## config.mk

```make
export PLATFORM = sky130hd
export DESIGN_NAME = integer_to_ascii_formatter
export DESIGN_NICKNAME = d
export VERILOG_FILES = /design/src/itaf_pkg.sv /design/src/itaf_dpath.sv /design/src/itaf_ctrl.sv /design/src/integer_to_ascii_formatter.sv
export SDC_FILE = /design/constraint.sdc
export NUM_CORES = 1
export LEC_CHECK = 0
export ABC_AREA = 1
export BUFFER_PORTS_ARGS = -buffer_cell sky130_fd_sc_hd__buf_4
export CAP_MARGIN = 20
export CORE_MARGIN = 5
export CORE_UTILIZATION = 25
export DETAILED_ROUTE_END_ITERATION = 10
export HOLD_SLACK_MARGIN = 0.02
export PLACE_DENSITY = 0.48
export SLEW_MARGIN = 25
export SYNTH_ARGS = -nofsm -noshare
export SYNTH_HDL_FRONTEND = slang
export SYNTH_SLANG_ARGS = --single-unit
```

## constraint.sdc

```tcl
create_clock -name clock -period 7.3 [get_ports clock]
set_clock_uncertainty 0.15 [all_clocks]
set_input_delay 1.46 -clock clock [delete_from_list [all_inputs] [get_ports clock]]
set_output_delay 1.46 -clock clock [all_outputs]
set_load 0.1 [all_outputs]
```

## src/itaf_pkg.sv

```systemverilog
// Shared types, codes and character helpers for the integer to ASCII formatter.
package itaf_pkg;

   localparam int VALUE_WIDTH_DEFAULT = 32;
   localparam int CHAR_W              = 7;
   localparam int RADIX_W             = 2;

   // Radix register codes; the unused code formats as hexadecimal
   localparam logic [RADIX_W-1:0] RADIX_BIN   = 2'd0;
   localparam logic [RADIX_W-1:0] RADIX_DEC   = 2'd1;
   localparam logic [RADIX_W-1:0] RADIX_HEX   = 2'd2;
   localparam logic [RADIX_W-1:0] RADIX_RESET = RADIX_DEC;

   // ASCII codes
   localparam logic [CHAR_W-1:0] CHAR_ZERO    = 7'h30;
   localparam logic [CHAR_W-1:0] CHAR_UPPER_A = 7'h41;
   localparam logic [CHAR_W-1:0] CHAR_MINUS   = 7'h2D;

   typedef enum logic [1:0] {
      ST_IDLE,
      ST_CONV,
      ST_SIGN,
      ST_EMIT
   } state_type;

   // Commands from the controller to the datapath
   typedef struct packed {
      logic load;
      logic conv_step;
      logic emit_sign;
      logic emit_digit;
   } ctrl_cmd_type;

   // Status from the datapath to the controller
   typedef struct packed {
      logic decimal;
      logic negative;
      logic pos_last;
   } dp_stat_type;

   // Map one digit value to its upper-case ASCII character
   function automatic logic [CHAR_W-1:0] digit_to_char(input logic [3:0] digit);
      logic [CHAR_W-1:0] chr;
      if (digit > 4'd9) begin
         chr = CHAR_UPPER_A + {3'b000, digit - 4'd10};
      end else begin
         chr = CHAR_ZERO + {3'b000, digit};
      end
      return chr;
   endfunction

endpackage

```

## src/itaf_dpath.sv

```systemverilog
// Datapath: radix register, magnitude, BCD converter, digit shifter and result registers.
module itaf_dpath #(
   parameter int VALUE_WIDTH = itaf_pkg::VALUE_WIDTH_DEFAULT
) (
   input  logic                                clock,
   input  logic                                reset,
   input  logic [VALUE_WIDTH-1:0]              req_value,
   input  logic                                csr_valid,
   input  logic [itaf_pkg::RADIX_W-1:0]        csr_radix_select,
   input  itaf_pkg::ctrl_cmd_type              cmd,
   output itaf_pkg::dp_stat_type               stat,
   output logic                                rsp_strobe,
   output logic [itaf_pkg::CHAR_W-1:0]         rsp_ascii_char,
   output logic                                rsp_last_char
);

   localparam int NDEC      = (VALUE_WIDTH * 30103) / 100000 + 1;
   localparam int NHEX      = (VALUE_WIDTH + 3) / 4;
   localparam int DIG_W     = 4 * NDEC;
   localparam int POS_W     = $clog2(VALUE_WIDTH + 1);
   localparam int BIN_SHIFT = DIG_W - VALUE_WIDTH;
   localparam int HEX_SHIFT = DIG_W - 4 * NHEX;

   logic [itaf_pkg::RADIX_W-1:0] radix_ff;
   logic [itaf_pkg::RADIX_W-1:0] mode_ff, mode_in;
   logic                         neg_ff, neg_in;
   logic [VALUE_WIDTH-1:0]       bin_ff, bin_in;
   logic [DIG_W-1:0]             dig_ff, dig_in;
   logic [POS_W-1:0]             pos_ff, pos_in;
   logic                         started_ff, started_in;
   logic                         strobe_ff, strobe_in;
   logic [itaf_pkg::CHAR_W-1:0]  char_ff, char_in;
   logic                         last_ff, last_in;

   logic [VALUE_WIDTH-1:0]       mag;
   logic [DIG_W-1:0]             adj;
   logic [3:0]                   top_digit;
   logic                         pos_last;
   logic                         show;

   // Hold the radix register; the user must write it only while idle, the block does not enforce it
   always_ff @(posedge clock) begin
      if (reset) begin
         radix_ff <= itaf_pkg::RADIX_RESET;
      end else if (csr_valid) begin
         radix_ff <= csr_radix_select;
      end
   end

   // Take the magnitude; the most negative value maps onto its own bit pattern
   assign mag = req_value[VALUE_WIDTH-1] ? (~req_value + 1'b1) : req_value;

   // Add three to every BCD digit of five or more before the next shift
   always_comb begin
      for (int i = 0; i < NDEC; i++) begin
         if (dig_ff[4*i +: 4] >= 4'd5) begin
            adj[4*i +: 4] = dig_ff[4*i +: 4] + 4'd3;
         end else begin
            adj[4*i +: 4] = dig_ff[4*i +: 4];
         end
      end
   end

   assign top_digit = (mode_ff == itaf_pkg::RADIX_BIN) ? {3'b000, dig_ff[DIG_W-1]}
                                                       : dig_ff[DIG_W-1 -: 4];
   assign pos_last  = (pos_ff == POS_W'(1));
   assign show      = (top_digit != 4'd0) || started_ff || pos_last;

   assign stat.decimal  = (radix_ff == itaf_pkg::RADIX_DEC);
   assign stat.negative = neg_ff;
   assign stat.pos_last = pos_last;

   // Work out the next datapath contents from the controller's command
   always_comb begin
      mode_in    = mode_ff;
      neg_in     = neg_ff;
      bin_in     = bin_ff;
      dig_in     = dig_ff;
      pos_in     = pos_ff;
      started_in = started_ff;
      if (cmd.load) begin
         mode_in    = radix_ff;
         neg_in     = req_value[VALUE_WIDTH-1];
         bin_in     = mag;
         started_in = 1'b0;
         case (radix_ff)
            itaf_pkg::RADIX_BIN: begin
               dig_in = DIG_W'(mag) << BIN_SHIFT;
               pos_in = POS_W'(VALUE_WIDTH);
            end
            itaf_pkg::RADIX_DEC: begin
               dig_in = '0;
               pos_in = POS_W'(VALUE_WIDTH);
            end
            default: begin
               dig_in = DIG_W'(mag) << HEX_SHIFT;
               pos_in = POS_W'(NHEX);
            end
         endcase
      end else if (cmd.conv_step) begin
         dig_in = {adj[DIG_W-2:0], bin_ff[VALUE_WIDTH-1]};
         bin_in = bin_ff << 1;
         pos_in = pos_last ? POS_W'(NDEC) : pos_ff - 1'b1;
      end else if (cmd.emit_digit) begin
         dig_in = (mode_ff == itaf_pkg::RADIX_BIN) ? (dig_ff << 1) : (dig_ff << 4);
         pos_in = pos_ff - 1'b1;
         if (show) begin
            started_in = 1'b1;
         end
      end
   end

   // Build the next result; drop leading zeros
   always_comb begin
      strobe_in = cmd.emit_sign || (cmd.emit_digit && show);
      char_in   = cmd.emit_sign ? itaf_pkg::CHAR_MINUS : itaf_pkg::digit_to_char(top_digit);
      last_in   = cmd.emit_digit && pos_last;
   end

   always_ff @(posedge clock) begin
      if (reset) begin
         strobe_ff <= 1'b0;
      end else begin
         strobe_ff <= strobe_in;
      end
   end

   always_ff @(posedge clock) begin
      mode_ff    <= mode_in;
      neg_ff     <= neg_in;
      bin_ff     <= bin_in;
      dig_ff     <= dig_in;
      pos_ff     <= pos_in;
      started_ff <= started_in;
      char_ff    <= char_in;
      last_ff    <= last_in;
   end

   assign rsp_strobe     = strobe_ff;
   assign rsp_ascii_char = char_ff;
   assign rsp_last_char  = last_ff;

endmodule

```

## src/itaf_ctrl.sv

```systemverilog
// Controller: sequences load, BCD conversion, sign and digit output for one request.
module itaf_ctrl (
   input  logic                   clock,
   input  logic                   reset,
   input  logic                   start,
   output logic                   busy,
   input  itaf_pkg::dp_stat_type  stat,
   output itaf_pkg::ctrl_cmd_type cmd
);

   itaf_pkg::state_type state_ff, state_in;

   // Hold the state
   always_ff @(posedge clock) begin
      if (reset) begin
         state_ff <= itaf_pkg::ST_IDLE;
      end else begin
         state_ff <= state_in;
      end
   end

   // Advance the sequence and issue commands
   always_comb begin
      state_in = state_ff;
      cmd      = '0;
      busy     = 1'b1;
      unique case (state_ff)
         itaf_pkg::ST_IDLE: begin
            busy = 1'b0;
            if (start) begin
               cmd.load = 1'b1;
               state_in = stat.decimal ? itaf_pkg::ST_CONV : itaf_pkg::ST_SIGN;
            end
         end
         itaf_pkg::ST_CONV: begin
            cmd.conv_step = 1'b1;
            if (stat.pos_last) begin
               state_in = itaf_pkg::ST_SIGN;
            end
         end
         itaf_pkg::ST_SIGN: begin
            cmd.emit_sign = stat.negative;
            state_in      = itaf_pkg::ST_EMIT;
         end
         itaf_pkg::ST_EMIT: begin
            cmd.emit_digit = 1'b1;
            if (stat.pos_last) begin
               state_in = itaf_pkg::ST_IDLE;
            end
         end
         default: begin
            state_in = itaf_pkg::ST_IDLE;
         end
      endcase
   end

endmodule

```

## src/integer_to_ascii_formatter.sv

```systemverilog
// Top level of the integer to ASCII formatter.
//
// Usage: raise start with req_value while busy is low; the request is taken
// at that clock edge. The text of the value then leaves on rsp_ascii_char,
// one character per rsp_strobe cycle, most significant digit first, with
// rsp_last_char set on the final character. Negative values open with '-'.
// The receiver cannot stall: each character is shown for one cycle only.
// csr_radix_select (0 binary, 1 decimal, 2 or 3 hexadecimal) is written with
// csr_valid; csr_ready is always high. Write it only while busy is low.
// Sequence per request, W = VALUE_WIDTH: in decimal the value first passes
// one bit per cycle through the BCD converter; a sign cycle follows, and
// then the digit positions are scanned one per cycle: W binary, ceil(W/4)
// hex, the decimal digit count of 2^W - 1 in decimal. busy stays high
// through all of this, and the next request is taken only once the block
// is idle again, so requests cannot overlap.
// A '-' leaves in the cycle after the sign cycle; the first digit is
// registered from the emit state or later, as leading zeros are skipped.
// The last character leaves in the cycle busy falls. Reset clears the
// sequence and sets the radix to decimal; no clearing pass is needed.
module integer_to_ascii_formatter #(
   parameter int VALUE_WIDTH = itaf_pkg::VALUE_WIDTH_DEFAULT
) (
   input  logic                         clock,
   input  logic                         reset,
   input  logic                         start,
   output logic                         busy,
   input  logic [VALUE_WIDTH-1:0]       req_value,
   output logic                         rsp_strobe,
   output logic [itaf_pkg::CHAR_W-1:0]  rsp_ascii_char,
   output logic                         rsp_last_char,
   input  logic                         csr_valid,
   output logic                         csr_ready,
   input  logic [itaf_pkg::RADIX_W-1:0] csr_radix_select
);

   itaf_pkg::ctrl_cmd_type cmd;
   itaf_pkg::dp_stat_type  stat;

   // Accept a register write in any cycle
   assign csr_ready = 1'b1;

   itaf_ctrl u_ctrl (
      .clock (clock),
      .reset (reset),
      .start (start),
      .busy  (busy),
      .stat  (stat),
      .cmd   (cmd)
   );

   itaf_dpath #(
      .VALUE_WIDTH (VALUE_WIDTH)
   ) u_dpath (
      .clock            (clock),
      .reset            (reset),
      .req_value        (req_value),
      .csr_valid        (csr_valid),
      .csr_radix_select (csr_radix_select),
      .cmd              (cmd),
      .stat             (stat),
      .rsp_strobe       (rsp_strobe),
      .rsp_ascii_char   (rsp_ascii_char),
      .rsp_last_char    (rsp_last_char)
   );

endmodule

```

==> results.sh, run 1 <==
export IMPL_outcome="finished clean"
export IMPL_finalSetupViolCount=0
export IMPL_routed_wirelength_mm=18.9
export IMPL_grt_pass1_wl_mm=30.5
export IMPL_slew_headroom=0.373
export IMPL_dieArea_um2=29900
export IMPL_power_density_nw_per_um2=420
export IMPL_fin_crit_ps=3420
export IMPL_crit_top_cell="buf_4"
export IMPL_timing_final_crit_share=0.468
export IMPL_core_area_um2=26100
export IMPL_postRouteAntennaNets=0
export IMPL_htree_levels=3
export IMPL_critPathArrivalTime_ps=3330
export IMPL_vias_per_cell=4.76
export IMPL_setup_worst_path_start="start"
export IMPL_fin_ws_ps=3880
export IMPL_vdd_drop_max_v=0.000154
export IMPL_power_leakage_nw=3.26
export IMPL_fin_setup_tns_ps=0
export IMPL_synth_edf_count=81
export IMPL_first_pass_iters=4
export IMPL_syn2layout_area_growth_pct=14.3
export IMPL_drtIter0Drc=463
export IMPL_postCtsHoldBufs=0
export IMPL_worstHoldPathCells=2
export IMPL_fmax_mhz=293
export IMPL_yosys_warnings=0
export IMPL_avgSynthCellArea_um2=7.70
export IMPL_crit_cells=5
export IMPL_cp_num_buf_inv=3
export IMPL_max_stage_delay_ps=530
export IMPL_layout_nets=966
export IMPL_r2r_cells=9
export IMPL_placed_cell_area_um2=7310
export IMPL_rsz0062_at_grt="no"
export IMPL_num_io_pins=49
export IMPL_crit_path_cell_trace="buf_4 -> nand2_2 -> buf_4 -> nand3_2 -> buf_4"
export IMPL_dp_cells=1219
export IMPL_post_place_ws_ps=3440
export IMPL_clkSinkCount=95
export IMPL_track_usage=0.126
export IMPL_initial_core_util=0.254
export IMPL_ys_seq_area_frac=0.408
export IMPL_ys_ff_latch=95
export IMPL_rrSetupSlack_ps=3950
export IMPL_hold_class="register to register"
export IMPL_synth_cell_types=45
export IMPL_cts_resized=0
export IMPL_grt_pass1_vias=5658
export IMPL_cp_top_family="buffers and inverters"
export IMPL_vias=5873
export IMPL_worst_pin_slew_ps=940
export IMPL_maxCapViolCount=0
export IMPL_synth_fp_nets=934
export IMPL_required_ps=7210
export IMPL_hold_viol_final=0
export IMPL_crit_path_start_kind="input port"
export IMPL_rows=59
export IMPL_drive_above_1_share=0.112
export IMPL_antenna_found_initial=1
export IMPL_synth_async_reset_ratio=0
export IMPL_routedWlPerCell_um=15.3
export IMPL_synth_cells=863
export IMPL_worst_path_max_fanout=48
export IMPL_grt_start_max_net_pins=50
export IMPL_clockRootBuffer="clkbuf_16"
export IMPL_critical_path_class="input port to register"
export IMPL_reg2reg_to="u_dpath.dig_ff[16]"
export IMPL_p_total_mw=3.19
export IMPL_insertion_delay_ps=360
export IMPL_numCtsBuffers=9
export IMPL_post_cts_buffers=0
export IMPL_grt_remaining_overflow=0
export IMPL_design_area_um2=7600
export IMPL_slowest_stage="buf_4"
export IMPL_layoutNonFillerInstCount=1235
export IMPL_crit_end="u_dpath.dig_ff[38]"
export IMPL_cts_tree="built"
export IMPL_detailed_place_hpwl_mm=13.4
export IMPL_clk_pin_slew_ps=60
export IMPL_cts_buffer_depth=2
export IMPL_hp_start="u_dpath.started_ff"
export IMPL_dieHeight_um=173
export IMPL_r2r_start="u_ctrl.state_ff[1]"
export IMPL_gp_congestion=0.786
export IMPL_synthFlopType="edfxtp_1"
export IMPL_antenna_cells=0
export IMPL_syn_cell_area_um2=6650
export IMPL_drc=0
export IMPL_die_w_um=173
export IMPL_port_buffers=47
export IMPL_endpoint_kind="register"
export IMPL_drv_slew=0
-- placed cells by master, fill, tap and decap left out, types with 5 or more instances in the layout --
cell type	instances
nand2_2	6
clkbuf_16	9
nor2_1	72
inv_2	7
o21ai_1	6
a21oi_1	49
o31ai_1	5
or2_2	6
nand3_1	69
nand2_1	212
o211ai_1	13
o21ai_0	81
xor2_1	14
nor2_2	5
buf_4	51
inv_1	91
nand4_1	19
o21bai_1	7
ha_1	33
dfxtp_1	14
edfxtp_1	81
-- synthesized netlist by cell type, types with 2 or more instances --
cell type	number	area share
nand2_1	214	0.12
nand2_4	2	0.0034
o22ai_1	2	0.0019
o211ai_1	13	0.015
clkbuf_1	7	0.0040
xor2_1	14	0.018
o21ai_0	81	0.061
dfxtp_1	14	0.042
nand3_1	70	0.053
a211oi_1	2	0.0023
or2_1	2	0.0019
nor3_1	3	0.0023
a32oi_1	4	0.0053
nand2_2	4	0.0038
nand3b_1	4	0.0045
buf_4	3	0.0034
nand3_2	2	0.0030
buf_2	17	0.013
ha_1	33	0.062
o21ai_1	6	0.0045
a21oi_1	49	0.037
o31ai_1	5	0.0056
inv_2	7	0.0040
o21bai_1	7	0.0079
or2_2	6	0.0056
edfxtp_1	81	0.37
o221ai_1	2	0.0026
nor2_2	5	0.0047
inv_1	91	0.051
nor2_1	73	0.041
nor2_4	2	0.0034
o2111ai_1	3	0.0040
nand4_1	19	0.018
a32o_1	4	0.0060
buf_6	2	0.0034
-- worst min path at each step --
stage / slack [ps] / to
after floorplan: 270 / u_dpath.mode_ff[1]
after global routing: 350 / u_dpath.started_ff
final: 320 / u_dpath.started_ff
after global placement: 300 / u_dpath.started_ff
after CTS: 320 / u_dpath.started_ff
after detailed placement: 300 / u_dpath.mode_ff[1]
-- where the power goes --
group	switching (mW)	internal [mW]	total, mW
Clock	0.214	0.264	0.478
Combinational	1.05	0.484	1.53
Sequential	0.183	1.00	1.18
-- final cells by class --
cell class | count | area [um^2]
multi-input combinational | 640 | 3420
clock buffer | 10 | 229
sequential | 95 | 2710
fill | 2891 | 18500
timing repair buffer | 51 | 383
tap | 335 | 419
inverter | 98 | 368
clock inverter | 6 | 61.3
-- sequential cells by signal, summed over array words and instances (netlist names) --
name / cells
u_dpath.rsp_strobe: 1
u_dpath.dig_ff: 40
u_dpath.pos_ff: 6
u_dpath.radix_ff: 2
u_dpath.rsp_ascii_char: 7
u_dpath.rsp_last_char: 1
u_dpath.started_ff: 1
u_dpath.bin_ff: 32
u_ctrl.state_ff: 2
u_dpath.neg_ff: 1
u_dpath.mode_ff: 2
-- through the flow --
| step | hold WS, ps | util |
|---|---|---|
| 2_1_floorplan | 275 | - |
| 5_1_grt | 351 | 0.291 |
| 3_5_place_dp | 302 | 0.280 |
| 6_report | 316 | 0.291 |
| 3_3_place_gp | 301 | 0.280 |
| 4_1_cts | 318 | 0.291 |
-- cell families (layout without fill, tap and decap cells) --
family,after synthesis,count (layout),synth area share
and+or+nand+nor,408,408,0.271
adders and majority gates,33,33,0.0621
DFF,95,95,0.408
AOI/OAI and AO/OA,183,183,0.159
other,1,1,0.000564
xor gates and xnor gates,15,15,0.0198
buffers and inverters,128,165,0.0794
-- layer usage --
| layer | up-vias | GRT usage | wire length, um |
|---|---|---|---|
| met3 | 11 | 0.0293 | 861 |
| met4 | 0 | 0.0333 | 238 |
| met2 | 122 | 0.194 | 8170 |
| li1 | 2999 | - | - |
| met1 | 2741 | 0.178 | 9670 |
| met5 | - | 0 | 0 |
-- tightest hold or removal path: stages, from the launching register on --
cell	delay, ps
dfxtp_1	290
inv_1	60
a21oi_1	60
Power figures use the tool's default switching activity.
==> run 2, diff against run 1 <==
--- a/config.mk
+++ b/config.mk
@@ -12,7 +12,7 @@
 export CORE_UTILIZATION = 25
 export DETAILED_ROUTE_END_ITERATION = 10
 export HOLD_SLACK_MARGIN = 0.02
-export PLACE_DENSITY = 0.48
+export PLACE_DENSITY = 0.49
 export SLEW_MARGIN = 25
 export SYNTH_ARGS = -nofsm -noshare
 export SYNTH_HDL_FRONTEND = slang
==> constraint.sdc (replaced) <==
create_clock -name clock -period 2.9 [get_ports clock]
set_clock_uncertainty 0.15 [all_clocks]
set_input_delay 0.58 -clock clock [delete_from_list [all_inputs] [get_ports clock]]
set_output_delay 0.58 -clock clock [all_outputs]
set_load 0.1 [all_outputs]
==> run 2 against run 1 <==
Global-route usage is 0.17 points higher. Clock power grew to 2.5 times the previous value. First-iteration DRC count is 7.6% lower. Total power grew to 2.5 times the previous value. Design area is 1.1% higher. Sequential share of layout area is 0.40 points lower.
==> results.sh, run 2 (same netlist as run 1, synthesis figures left out) <==
export IMPL_grt_pass1_vias=5778
export IMPL_intPower_mw=4.43
export IMPL_seq_area_um2=2710
export IMPL_endpoint_kind="register"
export IMPL_syn2layout_area_growth_pct=15.6
export IMPL_reg2reg_to="u_dpath.dig_ff[16]"
export IMPL_port_buffers=47
export IMPL_finalSetupViolCount=0
export IMPL_cts_buffer_depth=2
export IMPL_antenna_found_initial=0
export IMPL_cts_tree="built"
export IMPL_first_pass_iters=7
export IMPL_grt_pass1_wl_mm=31.0
export IMPL_largest_reg_flops=40
export IMPL_power_density_nw_per_um2=1060
export IMPL_r2r_start="u_ctrl.state_ff[1]"
export IMPL_vdd_drop_max_v=0.000395
export IMPL_crit_path_start_kind="register"
export IMPL_grt_remaining_overflow=0
export IMPL_critical_path_class="register to register"
export IMPL_r2r_cells=8
export IMPL_switching_power_mw=3.69
export IMPL_maxCapViolCount=0
export IMPL_worst_pin_slew_ps=591
export IMPL_regMostFlops="u_dpath.dig_ff"
export IMPL_track_usage=0.128
export IMPL_multi_input_area_um2=3420
export IMPL_rrSetupSlack_ps=600
export IMPL_numCtsBuffers=9
export IMPL_worst_path_max_fanout=17
export IMPL_clkSinkCount=95
export IMPL_vias_per_cell=4.75
export IMPL_fmax_mhz=435
export IMPL_hold_viol_final=0
export IMPL_swShare=0.455
export IMPL_whs_endpoint="u_dpath.rsp_strobe"
export IMPL_vias=5917
export IMPL_num_io_pins=49
export IMPL_clockRootBuffer="clkbuf_16"
export IMPL_antenna_cells=0
export IMPL_rsz0062_at_grt="no"
export IMPL_timing_hold_ws_ps=260
export IMPL_gp_congestion=0.805
export IMPL_outcome="finished clean"
export IMPL_insertion_delay_ps=360
export IMPL_critPathArrivalTime_ps=2360
export IMPL_fin_setup_tns_ps=0
export IMPL_power_leakage_nw=3.33
export IMPL_dieHeight_um=173
export IMPL_timing_final_crit_share=0.793
export IMPL_slew_headroom=0.604
export IMPL_dp_cells=1230
export IMPL_postRouteAntennaNets=0
export IMPL_initial_core_util=0.254
export IMPL_drtIter0Drc=428
export IMPL_required_ps=2960
export IMPL_final_common_cell="nand2_1"
export IMPL_cts_resized=0
export IMPL_rows=59
export IMPL_p_clk_frac=0.147
export IMPL_p_total_mw=8.12
export IMPL_routed_wirelength_mm=19.0
export IMPL_drive_above_1_share=0.125
export IMPL_grt_start_max_net_pins=46
export IMPL_worstHoldPathCells=2
export IMPL_core_area_um2=26100
export IMPL_clk_pin_slew_ps=70
export IMPL_power_frac_seq=0.368
export IMPL_layout_nets=977
export IMPL_hold_class="input port to register"
export IMPL_fin_ws_ps=599
export IMPL_htree_levels=3
export IMPL_setup_worst_path_start="u_ctrl.state_ff[1]"
export IMPL_post_cts_buffers=0
export IMPL_fin_crit_ps=2300
export IMPL_routedWlPerCell_um=15.3
export IMPL_postCtsHoldBufs=0
export IMPL_fill_cells=2826
export IMPL_detailed_place_hpwl_mm=13.7
export IMPL_layoutNonFillerInstCount=1246
export IMPL_dieArea_um2=29900
export IMPL_die_w_um=173
export IMPL_drv_slew=0
export IMPL_drc=0
export IMPL_p_comb_frac=0.485
export IMPL_final_cell_mix="nand2_1, inv_1, o21ai_0, edfxtp_1, nor2_1"
export IMPL_hp_start="reset"
export IMPL_post_place_ws_ps=495
==> run 2: worst max path at each step <==
stage                              end  depth (start not counted)  slack [ps]
finish              u_dpath.dig_ff[16]                          8         600
global route        u_dpath.dig_ff[26]                          9         410
CTS                 u_dpath.dig_ff[26]                          9         590
detailed placement  u_dpath.dig_ff[28]                         11         490
global placement    u_dpath.dig_ff[28]                         11         540
floorplan            u_dpath.dig_ff[0]                          7         270
==> run 2: layer usage <==
metal / global-route usage / up-vias / routed length [um]
li1: - / 3033 / -
met1: 0.181 / 2739 / 9660
met2: 0.199 / 126 / 8230
met3: 0.0227 / 19 / 843
met4: 0.0379 / 0 / 273
met5: 0 / - / 0
==> run 2: power by group through the flow <==
stage          logic, mW  registers (mW)  clock network [mW]
6_report            3.94            2.99                1.20
5_1_grt             4.45            3.09                1.29
4_1_cts             3.96            2.98                1.24
3_5_place_dp        3.94            3.00                   0
3_3_place_gp        3.93            3.00                   0
2_1_floorplan       2.63            3.20                   0
==> run 2: final cells by class <==
| type | instances | area share |
|---|---|---|
| inverters | 98 | 0.0479 |
| multi-input cells | 640 | 0.446 |
| well taps | 335 | 0.0546 |
| flip-flops and latches | 95 | 0.353 |
| clock inverters | 5 | 0.00489 |
| clock buffers | 11 | 0.0332 |
| repair buffers | 62 | 0.0606 |
==> run 2: critical path, cell delays in order, from the launching register on <==
cell	delay, ps
dfxtp_1	380
inv_1	110
ha_1	220
inv_2	320
nand2_2	260
inv_2	250
o21ai_0	130
o22ai_1	210
o21bai_1	130
==> run 2: per-stage QoR <==
step | area, um^2 | util
2_1_floorplan | 6650 | -
3_3_place_gp | 7390 | 0.283
3_5_place_dp | 7390 | 0.283
4_1_cts | 7680 | 0.294
5_1_grt | 7680 | 0.294
6_report | 7680 | 0.294
